## src/rtl/sedd_pkg.sv

```systemverilog
// Package for the serpentine error-diffusion dither: field widths, error and
// level constants, the queued item type and the small arithmetic helpers.
// No dependencies; every other file of the block imports it.
package sedd_pkg;

  localparam int PIX_W     = 8;
  localparam int NCH       = 3;
  localparam int ERR_W     = 12;
  localparam int V_W       = 14;
  localparam int WIDE_W    = 18;
  localparam int IDX_W     = 5;
  localparam int COL_OUT_W = 12;
  localparam int CFG_W     = 13;

  localparam logic [CFG_W-1:0] WIDTH_RESET = CFG_W'(1024);

  localparam int QUEUE_DEPTH = 2;

  // Channel slots inside a packed pixel or error triple.
  localparam int CH_R = 2;
  localparam int CH_G = 1;
  localparam int CH_B = 0;

  // Quantizer thresholds and reconstructed values.
  localparam logic signed [V_W-1:0] LVL1_MIN = V_W'(64);
  localparam logic signed [V_W-1:0] LVL2_MIN = V_W'(191);
  localparam logic signed [V_W-1:0] QV_MID   = V_W'(127);
  localparam logic signed [V_W-1:0] QV_TOP   = V_W'(255);

  typedef logic [1:0] lvl_t;
  localparam lvl_t LVL_ZERO = 2'd0;
  localparam lvl_t LVL_MID  = 2'd1;
  localparam lvl_t LVL_TOP  = 2'd2;

  localparam int CUBE_R_WT = 9;
  localparam int CUBE_G_WT = 3;

  // Diffusion weights in sixteenths.
  localparam logic signed [WIDE_W-1:0] WT_AHEAD  = WIDE_W'(7);
  localparam logic signed [WIDE_W-1:0] WT_BELOW  = WIDE_W'(5);
  localparam logic signed [WIDE_W-1:0] WT_BEHIND = WIDE_W'(3);
  localparam logic signed [WIDE_W-1:0] WT_DIAG   = WIDE_W'(1);

  localparam logic signed [WIDE_W-1:0] ERR_HI = WIDE_W'(2 ** (ERR_W - 1) - 1);
  localparam logic signed [WIDE_W-1:0] ERR_LO = -(WIDE_W'(2 ** (ERR_W - 1)));

  typedef logic signed [ERR_W-1:0] err_t;
  typedef err_t [NCH-1:0] err3_t;
  typedef logic [NCH-1:0][PIX_W-1:0] pix3_t;

  // One classified pixel as it travels from the front to the back.
  // row_first marks the first pixel done in a row (no behind-below column);
  // row_restart marks a row position of zero, where no error is carried.
  typedef struct packed {
    pix3_t pix;
    logic  row_first;
    logic  row_restart;
    logic  last;
    logic  row_odd;
    logic  first_row;
  } fe_item_t;

  function automatic err_t sat_err(input logic signed [WIDE_W-1:0] v);
    err_t r;
    if (v > ERR_HI) begin
      r = ERR_HI[ERR_W-1:0];
    end else if (v < ERR_LO) begin
      r = ERR_LO[ERR_W-1:0];
    end else begin
      r = v[ERR_W-1:0];
    end
    return r;
  endfunction

  // Weighted error, divided by 16 rounding toward minus infinity.
  function automatic logic signed [WIDE_W-1:0] spread(input logic signed [WIDE_W-1:0] e,
                                                       input logic signed [WIDE_W-1:0] wt);
    logic signed [WIDE_W-1:0] p;
    p = e * wt;
    return p >>> 4;
  endfunction

  function automatic lvl_t quantize(input logic signed [V_W-1:0] v);
    lvl_t l;
    if (v >= LVL2_MIN) begin
      l = LVL_TOP;
    end else if (v >= LVL1_MIN) begin
      l = LVL_MID;
    end else begin
      l = LVL_ZERO;
    end
    return l;
  endfunction

  function automatic logic [IDX_W-1:0] cube_index(input lvl_t r, input lvl_t g, input lvl_t b);
    return IDX_W'(IDX_W'(r) * IDX_W'(CUBE_R_WT) + IDX_W'(g) * IDX_W'(CUBE_G_WT) + IDX_W'(b));
  endfunction

endpackage

```

## src/rtl/sedd_if.sv

```systemverilog
// Valid/ready channel interfaces of the dither: pixel input and palette result.
// Depends on sedd_pkg for the field widths.
interface sedd_in_if import sedd_pkg::*; ();
  logic             valid;
  logic             ready;
  logic [PIX_W-1:0] red;
  logic [PIX_W-1:0] green;
  logic [PIX_W-1:0] blue;
  logic             image_start;

  modport source (output valid, red, green, blue, image_start, input ready);
  modport sink   (input valid, red, green, blue, image_start, output ready);
endinterface


```

## src/rtl/sedd_front.sv

```systemverilog
// Front of the dither: holds the width register, accepts pixel beats and tags
// each with its column, scan direction and row-edge flags. Depends on sedd_pkg
// and sedd_if.
module sedd_front import sedd_pkg::*; #(
  parameter int MAX_WIDTH = 4096,
  localparam int ADDR_W   = $clog2(MAX_WIDTH)
) (
  input  logic              clk,
  input  logic              rst_n,
  input  logic              cfg_we,
  input  logic [CFG_W-1:0]  cfg_wdata,
  sedd_in_if.sink           in_pix,
  input  logic              busy,
  input  logic              q_full,
  output logic              q_push,
  output fe_item_t          q_item,
  output logic [ADDR_W-1:0] q_x
);

  logic [CFG_W-1:0]  width_r;
  logic [ADDR_W-1:0] col_pos_r, col_pos_nxt;
  logic              row_odd_r, row_odd_nxt;
  logic              first_row_r, first_row_nxt;

  logic [ADDR_W-1:0] wm1, col_cur, k;
  logic              odd_cur, first_cur, last;

  assign in_pix.ready = !q_full && !busy;
  assign q_push       = in_pix.valid && in_pix.ready;

  always_comb begin
    // Last column of the row, with the width register clamped to 1..MAX_WIDTH.
    if (width_r == '0) begin
      wm1 = '0;
    end else if (int'(width_r) > MAX_WIDTH) begin
      wm1 = ADDR_W'(MAX_WIDTH - 1);
    end else begin
      wm1 = ADDR_W'(width_r - CFG_W'(1));
    end

    col_cur   = in_pix.image_start ? '0 : col_pos_r;
    odd_cur   = in_pix.image_start ? 1'b0 : row_odd_r;
    first_cur = in_pix.image_start ? 1'b1 : first_row_r;

    // A width lowered mid-row makes this pixel end the row.
    k    = (col_cur > wm1) ? wm1 : col_cur;
    last = (k == wm1);
    q_x  = odd_cur ? k : (wm1 - k);

    q_item.pix[CH_R]   = in_pix.red;
    q_item.pix[CH_G]   = in_pix.green;
    q_item.pix[CH_B]   = in_pix.blue;
    q_item.row_first   = (k == '0);
    q_item.row_restart = (col_cur == '0);
    q_item.last        = last;
    q_item.row_odd     = odd_cur;
    q_item.first_row   = first_cur;

    if (last) begin
      col_pos_nxt   = '0;
      row_odd_nxt   = !odd_cur;
      first_row_nxt = 1'b0;
    end else begin
      col_pos_nxt   = k + ADDR_W'(1);
      row_odd_nxt   = odd_cur;
      first_row_nxt = first_cur;
    end
  end

  always_ff @(posedge clk) begin
    if (!rst_n) begin
      width_r     <= WIDTH_RESET;
      col_pos_r   <= '0;
      row_odd_r   <= 1'b0;
      first_row_r <= 1'b1;
    end else begin
      if (cfg_we) begin
        width_r <= cfg_wdata;
      end
      if (q_push) begin
        col_pos_r   <= col_pos_nxt;
        row_odd_r   <= row_odd_nxt;
        first_row_r <= first_row_nxt;
      end
    end
  end

endmodule

```

## src/flat_wrapper.sv

```systemverilog
// flat-port wrapper written by rule: the top's interface ports become plain ports
module sedd_front_flat import sedd_pkg::*;
#(
  parameter int MAX_WIDTH = 4096,
  localparam int ADDR_W   = $clog2(MAX_WIDTH)
)
  (clk, rst_n, cfg_we, cfg_wdata, busy, q_full, q_push, q_item, q_x, in_pix_valid, in_pix_red, in_pix_green, in_pix_blue, in_pix_image_start, in_pix_ready);
  sedd_in_if in_pix_i ();
  input  logic clk;
  input  logic rst_n;
  input  logic cfg_we;
  input  logic [CFG_W-1:0] cfg_wdata;
  input  logic busy;
  input  logic q_full;
  output logic q_push;
  output fe_item_t q_item;
  output logic [ADDR_W-1:0] q_x;
  input wire logic [$bits(in_pix_i.valid)-1:0] in_pix_valid;
  input wire logic [$bits(in_pix_i.red)-1:0] in_pix_red;
  input wire logic [$bits(in_pix_i.green)-1:0] in_pix_green;
  input wire logic [$bits(in_pix_i.blue)-1:0] in_pix_blue;
  input wire logic [$bits(in_pix_i.image_start)-1:0] in_pix_image_start;
  output wire logic [$bits(in_pix_i.ready)-1:0] in_pix_ready;
  assign in_pix_i.valid = in_pix_valid;
  assign in_pix_i.red = in_pix_red;
  assign in_pix_i.green = in_pix_green;
  assign in_pix_i.blue = in_pix_blue;
  assign in_pix_i.image_start = in_pix_image_start;
  assign in_pix_ready = in_pix_i.ready;
  sedd_front #(.MAX_WIDTH(MAX_WIDTH)) u_core (.clk(clk), .rst_n(rst_n), .cfg_we(cfg_we), .cfg_wdata(cfg_wdata), .in_pix(in_pix_i), .busy(busy), .q_full(q_full), .q_push(q_push), .q_item(q_item), .q_x(q_x));
endmodule
```

## config.mk

```make
export PLATFORM = sky130hd
export DESIGN_NAME = sedd_front_flat
export DESIGN_NICKNAME = d
export VERILOG_FILES = /design/src/rtl/sedd_pkg.sv /design/src/rtl/sedd_if.sv /design/src/rtl/sedd_front.sv /design/src/flat_wrapper.sv
export SDC_FILE = /design/constraint.sdc
export NUM_CORES = 1
export LEC_CHECK = 0
export BUFFER_PORTS_ARGS = -buffer_cell sky130_fd_sc_hd__buf_4
export CORE_MARGIN = 3
export CORE_UTILIZATION = 35
export CTS_CLUSTER_SIZE = 16
export DETAILED_ROUTE_END_ITERATION = 12
export GPL_TIMING_DRIVEN = 1
export PLACE_DENSITY = 0.62
export RECOVER_POWER = 50
export SETUP_SLACK_MARGIN = 0.15
export SLEW_MARGIN = 20
export SYNTH_ARGS = -nofsm -noshare
export SYNTH_HDL_FRONTEND = slang
export SYNTH_SLANG_ARGS = --single-unit
export TNS_END_PERCENT = 50
```

## constraint.sdc

```tcl
create_clock -name clk -period 9.5 [get_ports clk]
set_input_delay 1.9 -clock clk [delete_from_list [all_inputs] [get_ports clk]]
set_output_delay 1.9 -clock clk [all_outputs]
set_load 0.02 [all_outputs]
```

; Word-level counts from Yosys, hierarchy flattened
; Cells that the tools add are included.
[word_totals]
latchBits = 0
reg_bits = 27
romBits = 0
n_memories = 0
output_inout_bits = 43
ramBits = 0
elab_cells = 28
[classes]
magnitude_cmp = 2
n_shift = 0
addsub = 3
n_reduce_logical = 8
eq_ne = 1
bitwise_logic = 0
n_mul = 0
muxes = 10
div_mod_pow = 0
[ops]
columns = cell, n
row1 = $mux 12, 6
row2 = $logic_not 12->1, 2
row3 = $gt 13x13->1 const B, 1
row4 = $logic_not 13->1, 1
row5 = $add 12x1->12 const B, 1
row6 = $eq 12x12->1, 1
row7 = $gt 12x12->1, 1
row8 = $sub 12x1->12 const B, 1
row9 = $sub 12x12->12, 1
row10 = $mux 1, 4
row11 = $logic_not 1->1, 3
row12 = $logic_and 1x1->1, 2

; Depth between registers and ports, before layout
[logic_depth]
depth_word = 7
depth_mapped = 28
mapped_depth_nobuf = 25

; Least setup slack after synthesis
; Ideal clock, no wire load.
[synth_timing]
path_type = input to output
from = in in_pix_image_start
to = out q_x[11]
path_stages = 18
arrival_ns = 6.260
required_ns = 7.600
setup_slack_ns = 1.340
path_cell_list = clkbuf_1 > nor2b_1 > ha_1 > and2_0 > a221o_1 > a221o_1 > o22ai_1 > buf_2 > mux2i_1 > ha_1 > nor2b_1 > o21a_1 > o21ai_0 > a211o_1 > a31o_2 > mux2i_1 > a22oi_1 > o21ai_0
[synth_between]
elab_chain_len = 5
[synth_lines]
columns = element, line
row1 = from (decl), flat_wrapper.sv:22  ; input wire logic [$bits(in_pix_i.image_start)-1:0] in_pix_image_start;
row2 = $mux 12, sedd_front.sv:41  ; col_cur = in_pix.image_start ? '0 : col_pos_r;
row3 = $gt 12x12->1, sedd_front.sv:46  ; k = (col_cur > wm1) ? wm1 : col_cur;
row4 = $mux 12, sedd_front.sv:46
row5 = $sub 12x12->12, sedd_front.sv:48  ; q_x = odd_cur ? k : (wm1 - k);
row6 = $mux 12 *, sedd_front.sv:48
row7 = to (decl), flat_wrapper.sv:17  ; output logic [ADDR_W-1:0] q_x;
; Every way passes the cells marked *; elsewhere a longest branch is shown, timed or not.

; Worst setup path after layout
[layout_timing]
from = reg u_core.width_r[0]
to = out q_x[11]
[layout_between]
elab_chain_len = 7
[layout_lines]
columns = element, line
row1 = from (decl), sedd_front.sv:20  ; logic [CFG_W-1:0] width_r;
row2 = from (signal assigned), sedd_front.sv:78  ; width_r <= cfg_wdata;
row3 = $sub 12x1->12 / $gt 13x13->1 (equally long branches), "sedd_front.sv:38, sedd_front.sv:35"
row4 = $mux 12, sedd_front.sv:35  ; end else if (int'(width_r) > MAX_WIDTH) begin
row5 = $mux 12 *, sedd_front.sv:33  ; if (width_r == '0) begin
row6 = $gt 12x12->1, sedd_front.sv:46
row7 = $mux 12, sedd_front.sv:46
row8 = $sub 12x12->12, sedd_front.sv:48
row9 = $mux 12 *, sedd_front.sv:48
; Marks and branches as above.

==> out/results.ini <==
[run_status]
status = finished clean

[final_layout]
final_cell_mix = buf_4 (41), a21oi_1 (31), nand2_1 (29), nor2b_1 (29)
syn_to_final_growth_pct = 5.10
final_nets = 502
nFillCells = 921
antennaDiodeCount = 0
drive_above_1_share = 0.147
fin_util = 0.387
layout_commonest_cell = buf_4

[sta]
maxSlewHeadroom = 0.384
skew_ns = 0.00520
tightest_slew_ns = 0.925
slew_viol_final = 0
period_share = 0.917
fmax_mhz = 115
hold_slack_ns = 0.452
layout_min_cycle_time_ns = 8.71
rsz0062_at_grt = no
setup_tns_ns = 0
hold_viol = 0
report.final.setup_viol = 0

[global_route]
grt_first_pass_wirelength_mm = 14.1
overflow = 0
grt_max_degree = 22
antenna_found_initial = 0
grt_pass1_vias = 2990
track_usage = 0.164

[worst_setup_path]
end_kind = primary output
critPathLaunchType = flip-flop
required_ns = 7.60
path_cells = inv_1 > ha_1 > or3b_2 > or4_1 > a31oi_1 > a21oi_1 > inv_1 > ha_1 > and2_0 > a221o_1 > a221o_1 > o22a_1 > mux2i_1 > ha_1 > o21a_1 > o21ai_0 > a211o_1 > a31o_2 > mux2_2 > a32oi_1 > o21ai_0 > buf_4
critPathBufInv = 3
crit_fanout = 18
cpMaxStageDelayCell = or4_1
worst_ep_arrival_time_ns = 6.81
cp_common_cell = ha_1
cp_top_family = compound AO/OA/AOI/OAI gates
critPathKind = flip-flop to primary output
slowest_delay_ns = 0.57

[synthesis]
synth_ff_type = dfxtp_1
ys_seq_area_frac = 0.164
yosysTopAreaCell = dfxtp_1
synth-seq-cells = 27
synth_top_cell_area_share = 0.164
synth_edf_count = 0
syn_area_per_cell_um2 = 7.56
synthArstFlopShare = 0
ys_types = 60
netlist_instances = 435
synth_area_mm2 = 0.00329
synth.area.top_cells = dfxtp_1 (16%), ha_1 (10%), mux2i_1 (7.3%), buf_4 (6.2%), nor2b_1 (5.5%)
syn_nets = 507
synth-warning-count = 0

[clock_tree]
cts_made_buffers = 3
cts.sinks = 27
cts_resized = 0
htreeDepth = 1
clockRootBuffer = clkbuf_8
path_clk_slew_ns = 0.09
cts_setup_buffers = 0
hold_buffers = 0
cts_tree = built
clock_path_buffers = 2
clk_latency_ns = 0.27

[pwr]
p_clk_frac = 0.166
p_sw_frac = 0.401
intPower_mw = 0.230
vdd_drop_max_uv = 80.5
switchingPower_mw = 0.154
power_leakage_nw = 1.50
combPwrFrac = 0.511
pwr-share-seq = 0.323
power.density_mw_per_mm2 = 111

[floorplan]
chipWidth_um = 103
core_area_mm2 = 0.00893
initial_core_util = 0.368
boundaryPins = 87
rows = 34
die_y_um = 103
dieArea_mm2 = 0.0106

[drt]
viasPerCell = 5.92
num_vias = 3177
wl_per_cell_um = 16.3
first_pass_iters = 6
drc = 0
routed_wirelength_mm = 8.76
drtIter0Drc = 354
ant_nets = 0

[place]
dpl.hpwl_mm = 6.87
placement.io_buffers = 38
gp_routability_congestion = 0.902

[worst_hold_path]
hold_class = flip-flop to flip-flop

[flow_run]
drv_cap = 0

## worst min-delay path: cells and delay by family, from the launching register on
family	cells	cell delay, ns
AOI/OAI and AO/OA	1	0.05
DFF	1	0.32
and+or+nand+nor	1	0.05
## synthesized netlist by cell type, drive strengths merged (3+ instances only)
library cell / instances
buf: 35
a21oi: 31
nand2: 29
nor2b: 29
dfxtp: 27
ha: 27
mux2i: 26
inv: 24
o21ai: 20
nor2: 18
clkbuf: 17
nand3: 16
nor3: 12
or3: 11
nor4: 10
xnor2: 10
nand4: 9
and3: 7
xor2: 7
a21o: 6
o31ai: 5
or2: 5
or4: 5
a21boi: 4
nand2b: 4
o22ai: 4
a211o: 3
a31oi: 3
and2: 3
## worst paths after layout
check / slack [ns] / startpoint / cells past startpoint / to
min: 0.45 / u_core.col_pos_r[7] / 2 / u_core.col_pos_r[7]
max reg2reg: 3.29 / u_core.width_r[0] / 20 / u_core.col_pos_r[11]
max: 0.79 / u_core.width_r[0] / 22 / q_x[11]
min reg2reg: 0.45 / u_core.col_pos_r[7] / 2 / u_core.col_pos_r[7]
## kinds of logic (layout without fill, tap and decap cells)
logic type | count (synthesis) | after routing | share of synthesized area
xor+xnor | 17 | 17 | 0.0453
flops | 27 | 27 | 0.164
buf+inv | 76 | 70 | 0.126
fa+ha+maj | 28 | 28 | 0.109
mux | 28 | 28 | 0.0882
simple gates | 163 | 163 | 0.274
compound gates | 96 | 96 | 0.193
## power by group through the flow
stage / sequential (mW) / clock, mW / combinational [mW]
after global routing: 0.125 / 0.0712 / 0.220
after global placement: 0.126 / 0 / 0.193
after CTS: 0.124 / 0.0684 / 0.196
after detailed placement: 0.126 / 0 / 0.195
after floorplan: 0.122 / 0 / 0.156
final: 0.124 / 0.0636 / 0.196
## sequential cells by signal, summed over array words and instances (netlist names)
| signal | flops |
|---|---|
| u_core.width_r | 13 |
| u_core.col_pos_r | 12 |
| u_core.first_row_r | 1 |
| u_core.row_odd_r | 1 |
## routing by layer
metal | wire length [µm] | share of wire | GRT usage
met5 | 0 | 0 | 0
met4 | 338 | 0.039 | 0.0797
met3 | 595 | 0.068 | 0.0122
met2 | 3720 | 0.42 | 0.249
met1 | 4110 | 0.47 | 0.232
## cell type report
cell class / instances / area [µm²] / share of cell area
multi-input cells: 332 / 2330 / 0.675
flip-flops and latches: 27 / 541 / 0.156
repair buffers: 42 / 312 / 0.0901
well taps: 108 / 135 / 0.0391
inverters: 24 / 90.1 / 0.0261
clock buffers: 4 / 45.0 / 0.0130
## stage by stage
| stage | cells | cell area (µm²) | setup WS (ns) | total power, mW |
|---|---|---|---|---|
| floorplan | 435 | 3290 | 1.34 | 0.278 |
| global placement | 533 | 3420 | 1.24 | 0.319 |
| CTS | 537 | 3460 | 0.880 | 0.388 |
| global route | 537 | 3460 | 0.440 | 0.416 |
| finish | 537 | 3460 | 0.793 | 0.384 |
| detailed placement | 533 | 3420 | 1.04 | 0.322 |
Note: power is estimated with default switching activity, not from simulation.
