**src/rtl/sedd_pkg.sv**
```systemverilog
// Package for the serpentine error-diffusion dither: field widths, error and
// level constants, the queued item type and the small arithmetic helpers.
// No dependencies; every other file of the block imports it.
package sedd_pkg;

  localparam int PIX_W     = 8;
  localparam int NCH       = 3;
  localparam int ERR_W     = 12;
  localparam int V_W       = 14;
  localparam int WIDE_W    = 18;
  localparam int IDX_W     = 5;
  localparam int COL_OUT_W = 12;
  localparam int CFG_W     = 13;

  localparam logic [CFG_W-1:0] WIDTH_RESET = CFG_W'(1024);

  localparam int QUEUE_DEPTH = 2;

  // Channel slots inside a packed pixel or error triple.
  localparam int CH_R = 2;
  localparam int CH_G = 1;
  localparam int CH_B = 0;

  // Quantizer thresholds and reconstructed values.
  localparam logic signed [V_W-1:0] LVL1_MIN = V_W'(64);
  localparam logic signed [V_W-1:0] LVL2_MIN = V_W'(191);
  localparam logic signed [V_W-1:0] QV_MID   = V_W'(127);
  localparam logic signed [V_W-1:0] QV_TOP   = V_W'(255);

  typedef logic [1:0] lvl_t;
  localparam lvl_t LVL_ZERO = 2'd0;
  localparam lvl_t LVL_MID  = 2'd1;
  localparam lvl_t LVL_TOP  = 2'd2;

  localparam int CUBE_R_WT = 9;
  localparam int CUBE_G_WT = 3;

  // Diffusion weights in sixteenths.
  localparam logic signed [WIDE_W-1:0] WT_AHEAD  = WIDE_W'(7);
  localparam logic signed [WIDE_W-1:0] WT_BELOW  = WIDE_W'(5);
  localparam logic signed [WIDE_W-1:0] WT_BEHIND = WIDE_W'(3);
  localparam logic signed [WIDE_W-1:0] WT_DIAG   = WIDE_W'(1);

  localparam logic signed [WIDE_W-1:0] ERR_HI = WIDE_W'(2 ** (ERR_W - 1) - 1);
  localparam logic signed [WIDE_W-1:0] ERR_LO = -(WIDE_W'(2 ** (ERR_W - 1)));

  typedef logic signed [ERR_W-1:0] err_t;
  typedef err_t [NCH-1:0] err3_t;
  typedef logic [NCH-1:0][PIX_W-1:0] pix3_t;

  // One classified pixel as it travels from the front to the back.
  // row_first marks the first pixel done in a row (no behind-below column);
  // row_restart marks a row position of zero, where no error is carried.
  typedef struct packed {
    pix3_t pix;
    logic  row_first;
    logic  row_restart;
    logic  last;
    logic  row_odd;
    logic  first_row;
  } fe_item_t;

  function automatic err_t sat_err(input logic signed [WIDE_W-1:0] v);
    err_t r;
    if (v > ERR_HI) begin
      r = ERR_HI[ERR_W-1:0];
    end else if (v < ERR_LO) begin
      r = ERR_LO[ERR_W-1:0];
    end else begin
      r = v[ERR_W-1:0];
    end
    return r;
  endfunction

  // Weighted error, divided by 16 rounding toward minus infinity.
  function automatic logic signed [WIDE_W-1:0] spread(input logic signed [WIDE_W-1:0] e,
                                                       input logic signed [WIDE_W-1:0] wt);
    logic signed [WIDE_W-1:0] p;
    p = e * wt;
    return p >>> 4;
  endfunction

  function automatic lvl_t quantize(input logic signed [V_W-1:0] v);
    lvl_t l;
    if (v >= LVL2_MIN) begin
      l = LVL_TOP;
    end else if (v >= LVL1_MIN) begin
      l = LVL_MID;
    end else begin
      l = LVL_ZERO;
    end
    return l;
  endfunction

  function automatic logic [IDX_W-1:0] cube_index(input lvl_t r, input lvl_t g, input lvl_t b);
    return IDX_W'(IDX_W'(r) * IDX_W'(CUBE_R_WT) + IDX_W'(g) * IDX_W'(CUBE_G_WT) + IDX_W'(b));
  endfunction

endpackage

```
**src/rtl/sedd_queue.sv**
```systemverilog
// Short FIFO between the front and the back of the dither.
// Depends on sedd_pkg for its depth; the entry width is a parameter.
module sedd_queue import sedd_pkg::*; #(
  parameter int WIDTH = 32
) (
  input  logic             clk,
  input  logic             rst_n,
  input  logic             push,
  input  logic [WIDTH-1:0] wdata,
  output logic             full,
  input  logic             pop,
  output logic [WIDTH-1:0] rdata,
  output logic             valid
);

  localparam int PTR_W = (QUEUE_DEPTH > 1) ? $clog2(QUEUE_DEPTH) : 1;
  localparam int CNT_W = $clog2(QUEUE_DEPTH + 1);

  logic [WIDTH-1:0] entry_r [QUEUE_DEPTH];
  logic [PTR_W-1:0] wr_ptr_r, rd_ptr_r;
  logic [CNT_W-1:0] cnt_r, cnt_nxt;

  assign full  = (cnt_r == CNT_W'(QUEUE_DEPTH));
  assign valid = (cnt_r != '0);
  assign rdata = entry_r[rd_ptr_r];

  function automatic logic [PTR_W-1:0] bump(input logic [PTR_W-1:0] p);
    return (p == PTR_W'(QUEUE_DEPTH - 1)) ? '0 : p + PTR_W'(1);
  endfunction

  always_comb begin
    cnt_nxt = cnt_r;
    if (push && !pop) begin
      cnt_nxt = cnt_r + CNT_W'(1);
    end else if (pop && !push) begin
      cnt_nxt = cnt_r - CNT_W'(1);
    end
  end

  always_ff @(posedge clk) begin
    if (!rst_n) begin
      wr_ptr_r <= '0;
      rd_ptr_r <= '0;
      cnt_r    <= '0;
    end else begin
      cnt_r <= cnt_nxt;
      if (push) begin
        wr_ptr_r <= bump(wr_ptr_r);
      end
      if (pop) begin
        rd_ptr_r <= bump(rd_ptr_r);
      end
    end
  end

  always_ff @(posedge clk) begin
    if (push) begin
      entry_r[wr_ptr_r] <= wdata;
    end
  end

endmodule

```
**config.mk**
```make
export PLATFORM = sky130hd
export DESIGN_NAME = sedd_queue
export DESIGN_NICKNAME = d
export VERILOG_FILES = /design/src/rtl/sedd_pkg.sv /design/src/rtl/sedd_queue.sv
export SDC_FILE = /design/constraint.sdc
export NUM_CORES = 1
export LEC_CHECK = 0
export ABC_AREA = 0
export BUFFER_PORTS_ARGS = -buffer_cell sky130_fd_sc_hd__buf_2
export CORE_MARGIN = 2
export CORE_UTILIZATION = 50
export DETAILED_ROUTE_END_ITERATION = 7
export GPL_ROUTABILITY_DRIVEN = 0
export HOLD_SLACK_MARGIN = 0.05
export PLACE_DENSITY = 0.78
export SYNTH_ARGS = -nofsm -noshare
export SYNTH_HDL_FRONTEND = slang
export SYNTH_SLANG_ARGS = --single-unit
```
**constraint.sdc**
```tcl
create_clock -name clk -period 6.15 [get_ports clk]
set_input_delay 1.23 -clock clk [delete_from_list [all_inputs] [get_ports clk]]
set_output_delay 1.23 -clock clk [all_outputs]
set_load 0.02 [all_outputs]
```
# [Word level (Yosys, flattened, before mapping)]
# Memory sizes are Yosys's and may differ from the RTL's. A register that Yosys moved wholly into a read port is not among the register bits.
# Index checks and enable logic that the tools add are counted.
[op_classes] n_addsub=4 n_mul=0 reduce_logical=6 eq_ne=1 shift=0 bitwise=0 n_mux=8 div_mod_pow=0 n_lt_le_gt_ge=0
[ops] cell="$mux 1" count=6
[ops] cell="$mux 2" count=2
[ops] cell="$reduce_bool 2->1" count=2
[ops] cell="$add 1x1->1 const B" count=2
[ops] cell="$add 2x1->2 const B" count=1
[ops] cell="$eq 2x2->1 const B" count=1
[ops] cell="$logic_and 1x1->1" count=2
[ops] cell="$logic_not 1->1" count=2
[ops] cell="$sub 2x1->2 const B" count=1
[totals] memories=1 romBits=0 elab_cells=23 ramBits=64 inputBits=36 latchBits=0 register_bits=4 output_inout_bits=34
[mem_list] memory="entry_r" words=2 word_bits=32 read_ports=1 rd_ports_with_merged_regs=1 write_ports=1 line_no="sedd_queue.sv:19" text="logic [WIDTH-1:0] entry_r [QUEUE_DEPTH];"

# [Longest topological paths before layout]
# Gate-level depths: netlist of run 1.
[logic_depth] ltp_word=4 mapped_depth=5 mapped_depth_nobuf=5

# [Worst setup path before layout of run 1]
# Ideal clock, no wire load.
[synth_timing] path_type="input to register" start="input push" end="memory entry_r[0][0] (enable)" path_buffers=0 slack_ns=3.015 path_stages=1 setup_ns=0.426 arrival_time_ns=2.709 t_required_ns=5.724 path_cell_list="nor2b_1"
[synth_between] elab_chain_cells=2
[synth_rtl] element="from (decl)" line_no="sedd_queue.sv:8" text="input logic push,"
[synth_rtl] element="$mux 1" line_no="sedd_queue.sv:57" text="if (push) begin"
[synth_rtl] element="$mux 1 (implied by the code)" line_no="sedd_queue.sv:58" text="entry_r[wr_ptr_r] <= wdata;"
[synth_rtl] element="to (decl)" line_no="sedd_queue.sv:19"
# Every way passes these cells.

==> results of run 1 <==
area by class of cell:
cell class | instances | area, sq um | share of cell area (%)
sequential | 69 | 2020 | 64.5
multi-input combinational | 48 | 485 | 15.5
timing repair buffer | 71 | 360 | 11.5
clock buffer | 10 | 128 | 4.07
tap | 67 | 83.8 | 2.67
clock inverter | 6 | 53.8 | 1.72
inverter | 1 | 3.75 | 0.120
layer usage:
metal,GRT usage [%],vias to the layer above,routed length [um]
met1,19.0,635,1710
met5,0,-,0
met2,23.7,60,1810
met4,8.77,0,101
li1,-,624,-
met3,6.02,9,369
synthesized netlist by cell type, types with 2 or more instances:
library cell,n
mux2_1,2
xor2_1,2
mux2_2,30
nor2b_1,2
buf_4,3
dfxtp_1,5
and2_1,4
edfxtp_1,64
state kept, by name, indices dropped and copies added, names as in the netlist, named ones only:
signal / cells
cnt_r: 2
entry_r: 64
rd_ptr_r: 1
wr_ptr_r: 1
final timing paths:
path | startpoint | endpoint | slack [ns] | depth (start not counted)
min reg2reg | cnt_r[1]$_SDFFE_PN0P_ | cnt_r[1]$_SDFFE_PN0P_ | 0.51 | 2
min | cnt_r[1]$_SDFFE_PN0P_ | cnt_r[1]$_SDFFE_PN0P_ | 0.51 | 2
max reg2reg | wr_ptr_r$_SDFFE_PN0P_ | entry_r[0][6]$_DFFE_PP_ | 4.66 | 1
max | flip-flop | rdata[4] | 3.08 | 3
critical path, delay by kind of cell (launching register included):
family	cells	cell delay, ns
flops	1	0.58
buf+inv	2	0.54
mux	1	0.38
cell families (layout without fill, tap and decap cells):
group | count (synthesis) | after routing | share of synthesized area, %
DFF | 69 | 69 | 79.9
muxes | 32 | 32 | 14.2
and+or+nand+nor | 9 | 9 | 2.32
buffers and inverters | 5 | 88 | 1.24
AOI/OAI and AO/OA | 3 | 3 | 0.791
xor gates and xnor gates | 3 | 3 | 1.04
adders and majority gates | 1 | 1 | 0.494
power groups by stage:
stage,registers [mW],clock network (mW),logic [mW]
after floorplan,0.557,0,0.0846
final,0.551,0.334,0.124
after global routing,0.554,0.358,0.134
after CTS,0.551,0.343,0.126
after detailed placement,0.561,0,0.125
after global placement,0.560,0,0.122
layout by cell type (no fill, tap or decap):
master,count
buf_2,69
edfxtp_1,64
mux2_2,30
clkbuf_8,9
dfxtp_1,5
and2_1,4
clkinv_1,3
mux2_1,2
xor2_1,2
buf_4,2
inv_1,1
or2_2,1
and2b_2,1
nor2b_4,1
xnor2_1,1
nor2b_1,1
o21a_1,1
o21ai_0,1
or3_1,1
a21boi_1,1
ha_1,1
bufinv_16,1
clkinv_2,1
clkbuf_1,1
clkinvlp_4,1
==> flow_summary.ini, run 1 <==
[status]
status = complete, no violations

[worst_setup_path]
worstPathCellList = buf_4, mux2_2, buf_2
cp-end-kind = primary output
worstSetupPathType = reg -> out
crit_required_ns = 4.92
startpoint_type = flip-flop
cpMaxStageDelayCell = dfxtp_1
cp_max_fo = 22
cpPeakStageDelay_ns = 0.58
worstPathArrival_ns = 1.84

[layout]
post-route-util_pct = 65.1
drive_gt1_share_pct = 56.6
instances_no_fill = 272
diodes = 0
syn2layout_area_growth_pct = 23.9
fillers = 361
finalInstanceArea_sq_mm = 0.00314
nets = 237

[synthesis]
synth-seq-cells = 69
yosys-top-cells-area = edfxtp_1, mux2_2, dfxtp_1
synth_async_sr_flop_share_pct = 0
synth_top_area_share_pct = 75.9
synth_area_leader_cell = edfxtp_1
syn_area_sq_mm = 0.00253
synth-edff-count = 64
synth_warnings = 0
ys_types = 18
synth_area_per_cell_sq_um = 20.7
synthFlopType = edfxtp_1
synth_nets = 159
netlist_instances = 122
ys_seq_area_share_pct = 79.9

[grt]
grt_antenna_before_repair = 0
grt_usage_pct = 15.5
grt_pass1_vias = 1373
grt_pass1_wl_mm = 6.15
grt_start_max_net_pins = 34
grt_overflow = 0

[place]
dp.cells = 256
dpl_cell_area_sq_mm = 0.00296
hpwlAfterDp_mm = 2.63
numPortBuffers = 69
pre_cts_ws_ns = 3.42

[routing]
drtPass1Iterations = 4
drt-initial-drc-count = 125
vias = 1328
final_antenna_net_count = 0
wirelength_mm = 4.00
wire_per_inst_um = 14.7
drc = 0
viasPerCell = 4.88

[sta]
finalHoldViolations = 0
slew_viol_final = 0
clock_skew_ns = 0.00400
period_minus_slack_ns = 3.07
fin_ws_ns = 3.08
hold-worst-slack_ns = 0.513
fmax_mhz = 326
finalCritPeriodShare_pct = 49.9
setup_viol = 0
rsz0062_at_grt = false
final.setup.tns_ns = 0
tightest_slew_ns = 0.966
relSlewSlack_pct = 35.5

[cts]
cts_max_level = 3
cts_resized = 0
worst_setup_hold_path_clk_slew_ns = 0.06
cts_tree = built
holdBufCountCts = 0
cts_buffers = 9
ctsRootBufferMaster = clkbuf_8
cts_setup_buffers = 0
cts_buffer_depth = 2
cts_sinks = 69
clock_latency_ns = 0.33

[worst_hold_path]
min_path_type = reg -> reg

[power]
power.switching_uw = 231
total_power_mw = 1.01
p_per_area_mw_per_mm2 = 321
seqPwrFrac_pct = 54.6
intPower_uw = 777
ir_drop_v = 0.000249
p_comb_share_pct = 12.3
p_leak_nw = 1.20
swShare_pct = 22.9
power_frac_clock_pct = 33.1

[floorplanning]
start_util_pct = 52.5
ios = 70
core_area_sq_mm = 0.00482
die_width_um = 75.2
num_rows = 25
dieArea_sq_mm = 0.00565
die_h_um = 75.2

[flow_run]
max_cap_violations = 0
Note: power is estimated with default switching activity, not from simulation.
==> run 2: changes to the inputs <==
- CORE_UTILIZATION: 50 -> 46
- PLACE_DENSITY: 0.78 -> 0.75
- clock period: 6.15 -> 2.65 ns (I/O delays scaled with it)
==> flow_summary.ini, run 2 (synthesis results as in run 1) <==
[layout]
post-route-util_pct = 59.0
drive_gt1_share_pct = 57.0
regArea_sq_mm = 0.00202
instances_no_fill = 280
nets = 239
final_common_cell = buf_2
syn2layout_area_growth_pct = 26.0
reg_top3 = entry_r x64, cnt_r x2
multi_input_comb_area_sq_um = 485
fillers = 408
most-common-layout-cells = buf_2, edfxtp_1, mux2_2
finalInstanceArea_sq_mm = 0.00319
top_register = entry_r
largest_reg_flops = 64

[routing]
final_antenna_net_count = 0
viasPerCell = 4.58
vias = 1283
drtPass1Iterations = 4
wirelength_mm = 3.85
wire_per_inst_um = 13.7
drc = 0
drt-initial-drc-count = 61

[sta]
fin_ws_ns = 0.393
finalHoldViolations = 0
period_minus_slack_ns = 2.26
tightest_slew_ns = 0.511
rsz0062_at_grt = false
relSlewSlack_pct = 65.9
clock_skew_ns = 0.00525
hold-worst-slack_ns = 0.383
setup_viol = 0
fmax_mhz = 443
final.setup.tns_ns = 0
finalCritPeriodShare_pct = 85.2
slew_viol_final = 0

[worst_setup_path]
crit_required_ns = 2.12
worstSetupPathType = reg -> out
path_depth = 3
cpPeakStageDelay_ns = 0.64
cp-end-kind = primary output
cp_top_family = flip-flops
worstPathArrival_ns = 1.73
rr_worst_depth = 2
cp_max_fo = 22
cpMaxStageDelayCell = dfxtp_1
startpoint_type = flip-flop
critPathBufInv = 2
worstPathCellList = buf_12, mux2_2, buf_2

[cts]
cts_resized = 0
cts_buffer_depth = 2
cts_max_level = 3
cts_tree = built
cts_buffers = 9
clock_latency_ns = 0.33
holdBufCountCts = 0
cts_sinks = 69
ctsRootBufferMaster = clkbuf_8
cts_setup_buffers = 0
worst_setup_hold_path_clk_slew_ns = 0.07

[place]
numPortBuffers = 69
hpwlAfterDp_mm = 2.62
dp.cells = 263
pre_cts_ws_ns = 0.723
dpl_cell_area_sq_mm = 0.00299

[floorplanning]
start_util_pct = 46.8
core_area_sq_mm = 0.00541
die_width_um = 78.2
ios = 70
die_h_um = 78.2
num_rows = 27
dieArea_sq_mm = 0.00611

[power]
p_per_area_mw_per_mm2 = 752
p_leak_nw = 1.22
ir_drop_v = 0.000353
total_power_mw = 2.40

[flow_run]
max_cap_violations = 0

[grt]
grt_start_max_net_pins = 23
grt_pass1_wl_mm = 5.95
grt_overflow = 0
grt_antenna_before_repair = 0
grt_pass1_vias = 1361
grt_usage_pct = 13.3

[worst_hold_path]
min_delay_path_depth = 1
min_path_type = in -> reg

[status]
status = complete, no violations
==> run 2: cell count changes in the layout (fill, tap and decap cells not counted) <==
cell	delta
clkinv_1	-3
buf_12	+1
clkbuf_1	+3
clkbuf_8	+2
clkinvlp_4	-1
buf_4	+1
clkinv_2	-1
diode_2	+1
==> run 2: routing by layer <==
layer | global-route usage, % | routed length (um) | vias up
li1 | - | - | 629
met1 | 14.7 | 1660 | 599
met2 | 22.2 | 1810 | 45
met3 | 5.40 | 285 | 10
met4 | 6.84 | 85 | 0
met5 | 0 | 0 | -
==> run 2: final cells by class <==
class / count / share of cell area (%)
repair buffers: 73 / 12.2
flip-flops and latches: 69 / 63.4
clock inverters: 1 / 0.942
diodes: 1 / 0.0785
clock buffers: 15 / 5.22
multi-input cells: 48 / 15.2
well taps: 72 / 2.83
inverters: 1 / 0.118
==> run 2: worst reg2reg max path, delay by kind of cell, from the launching register on <==
family / cells / cell delay (ns)
buffers and inverters: 1 / 0.35
DFF: 1 / 0.34
and+or+nand+nor: 1 / 0.42
==> run 2: path summary, 6_finish.rpt <==
check	startpoint	to	slack, ns
worst max-delay path	flip-flop	rdata[15]	0.39
worst min-delay path	wdata[24]	entry_r[0][24]$_DFFE_PP_	0.38
worst max register to register	wr_ptr_r$_SDFFE_PN0P_	entry_r[0][5]$_DFFE_PP_	1.22
worst min register to register	cnt_r[1]$_SDFFE_PN0P_	cnt_r[1]$_SDFFE_PN0P_	0.49
==> run 2: where the power goes <==
part / internal (mW) / switching [mW]
Clock: 0.488 / 0.339
Combinational: 0.130 / 0.161
Sequential: 1.26 / 0.0224
Total: 1.87 / 0.522
==> run 3: changes to the inputs <==
- CORE_ASPECT_RATIO: default -> 1.1
==> flow_summary.ini, run 3 (synthesis results as in run 1) <==
[sta]
rsz0062_at_grt = false
setup_viol = 0
fin_ws_ns = 0.699
fmax_mhz = 513
finalHoldViolations = 0
hold-worst-slack_ns = 0.384
slew_viol_final = 0
finalCritPeriodShare_pct = 73.6
tightest_slew_ns = 0.439
final.setup.tns_ns = 0
clock_skew_ns = 0.00510
period_minus_slack_ns = 1.95
relSlewSlack_pct = 70.7

[cts]
worst_setup_hold_path_clk_slew_ns = 0.07
cts_tree = built
cts_setup_buffers = 0
ctsRootBufferMaster = clkbuf_8
cts_sinks = 69
cts_buffer_depth = 2
clock_latency_ns = 0.33
cts_resized = 0
holdBufCountCts = 0
cts_max_level = 3
cts_buffers = 9

[floorplanning]
num_rows = 28
ios = 70
die_h_um = 81.8
die_width_um = 74.7
core_area_sq_mm = 0.00536
dieArea_sq_mm = 0.00611
start_util_pct = 47.2

[layout]
reg_top3 = entry_r x64, cnt_r x2
fillers = 424
instances_no_fill = 282
diodes = 0
largest_reg_flops = 64
drive_gt1_share_pct = 56.0
syn2layout_area_growth_pct = 23.7
nets = 239
final_common_cell = buf_2
most-common-layout-cells = buf_2, edfxtp_1, mux2_2
finalInstanceArea_sq_mm = 0.00313
top_register = entry_r
post-route-util_pct = 58.4

[power]
ir_drop_v = 0.000447
p_leak_nw = 1.20
p_per_area_mw_per_mm2 = 714
total_power_mw = 2.23

[routing]
wire_per_inst_um = 13.9
drt-initial-drc-count = 94
final_antenna_net_count = 0
drc = 0
drtPass1Iterations = 4
wirelength_mm = 3.92
vias = 1328
viasPerCell = 4.71

[worst_setup_path]
crit_required_ns = 2.12
cp_top_family = buffers and inverters
rr_worst_depth = 2
path_depth = 3
cpPeakStageDelay_ns = 0.36
worstPathCellList = buf_4, mux2_2, buf_2
worstSetupPathType = reg -> out
cp-end-kind = primary output
critPathBufInv = 2
cp_max_fo = 17
startpoint_type = flip-flop
worstPathArrival_ns = 1.42
cpMaxStageDelayCell = mux2_2

[grt]
grt_start_max_net_pins = 33
grt_overflow = 0
grt_usage_pct = 13.4
grt_pass1_vias = 1296
grt_antenna_before_repair = 0
grt_pass1_wl_mm = 5.63

[place]
pre_cts_ws_ns = 1.03
numPortBuffers = 69
dp.cells = 266
dpl_cell_area_sq_mm = 0.00298
hpwlAfterDp_mm = 2.58

[status]
status = complete, no violations

[flow_run]
max_cap_violations = 0

[worst_hold_path]
min_delay_path_depth = 1
min_path_type = in -> reg
[run 3: cell types whose count changed in the layout (fill, tap and decap cells not counted), sizes merged]
cell / previous run / this run
clkinv: 0 / 3
bufinv: 1 / 0
diode: 1 / 0
clkbuf: 15 / 13
[run 3: layout make-up]
type	instances	area [sq um]	area share [%]
clock buffers	13	139	4.43
clock inverters	3	12.5	0.400
repair buffers	73	375	12.0
well taps	75	93.8	3.00
flip-flops and latches	69	2020	64.6
multi-input cells	48	485	15.5
inverters	1	3.75	0.120
[run 3: worst paths after layout]
kind | slack, ns | startpoint | endpoint
setup / recovery | 0.70 | flip-flop | rdata[29]
hold / removal | 0.38 | wdata[27] | entry_r[1][27]$_DFFE_PP_
setup reg to reg | 1.40 | wr_ptr_r$_SDFFE_PN0P_ | entry_r[1][4]$_DFFE_PP_
hold reg to reg | 0.52 | cnt_r[1]$_SDFFE_PN0P_ | cnt_r[1]$_SDFFE_PN0P_
[run 3: power by group]
group / switching, mW / internal (mW) / leakage (nW)
registers: 0.0172 / 1.26 / 0.642
clock network: 0.335 / 0.333 / 0.0765
logic: 0.166 / 0.127 / 0.479
[run 3: metal layers]
| layer | share of wire [%] | routed length [um] | GRT usage [%] |
|---|---|---|---|
| met1 | 38 | 1490 | 13.3 |
| met2 | 55 | 2140 | 22.8 |
| met3 | 4.6 | 181 | 4.91 |
| met4 | 2.8 | 108 | 9.82 |
| met5 | 0 | 0 | 0 |
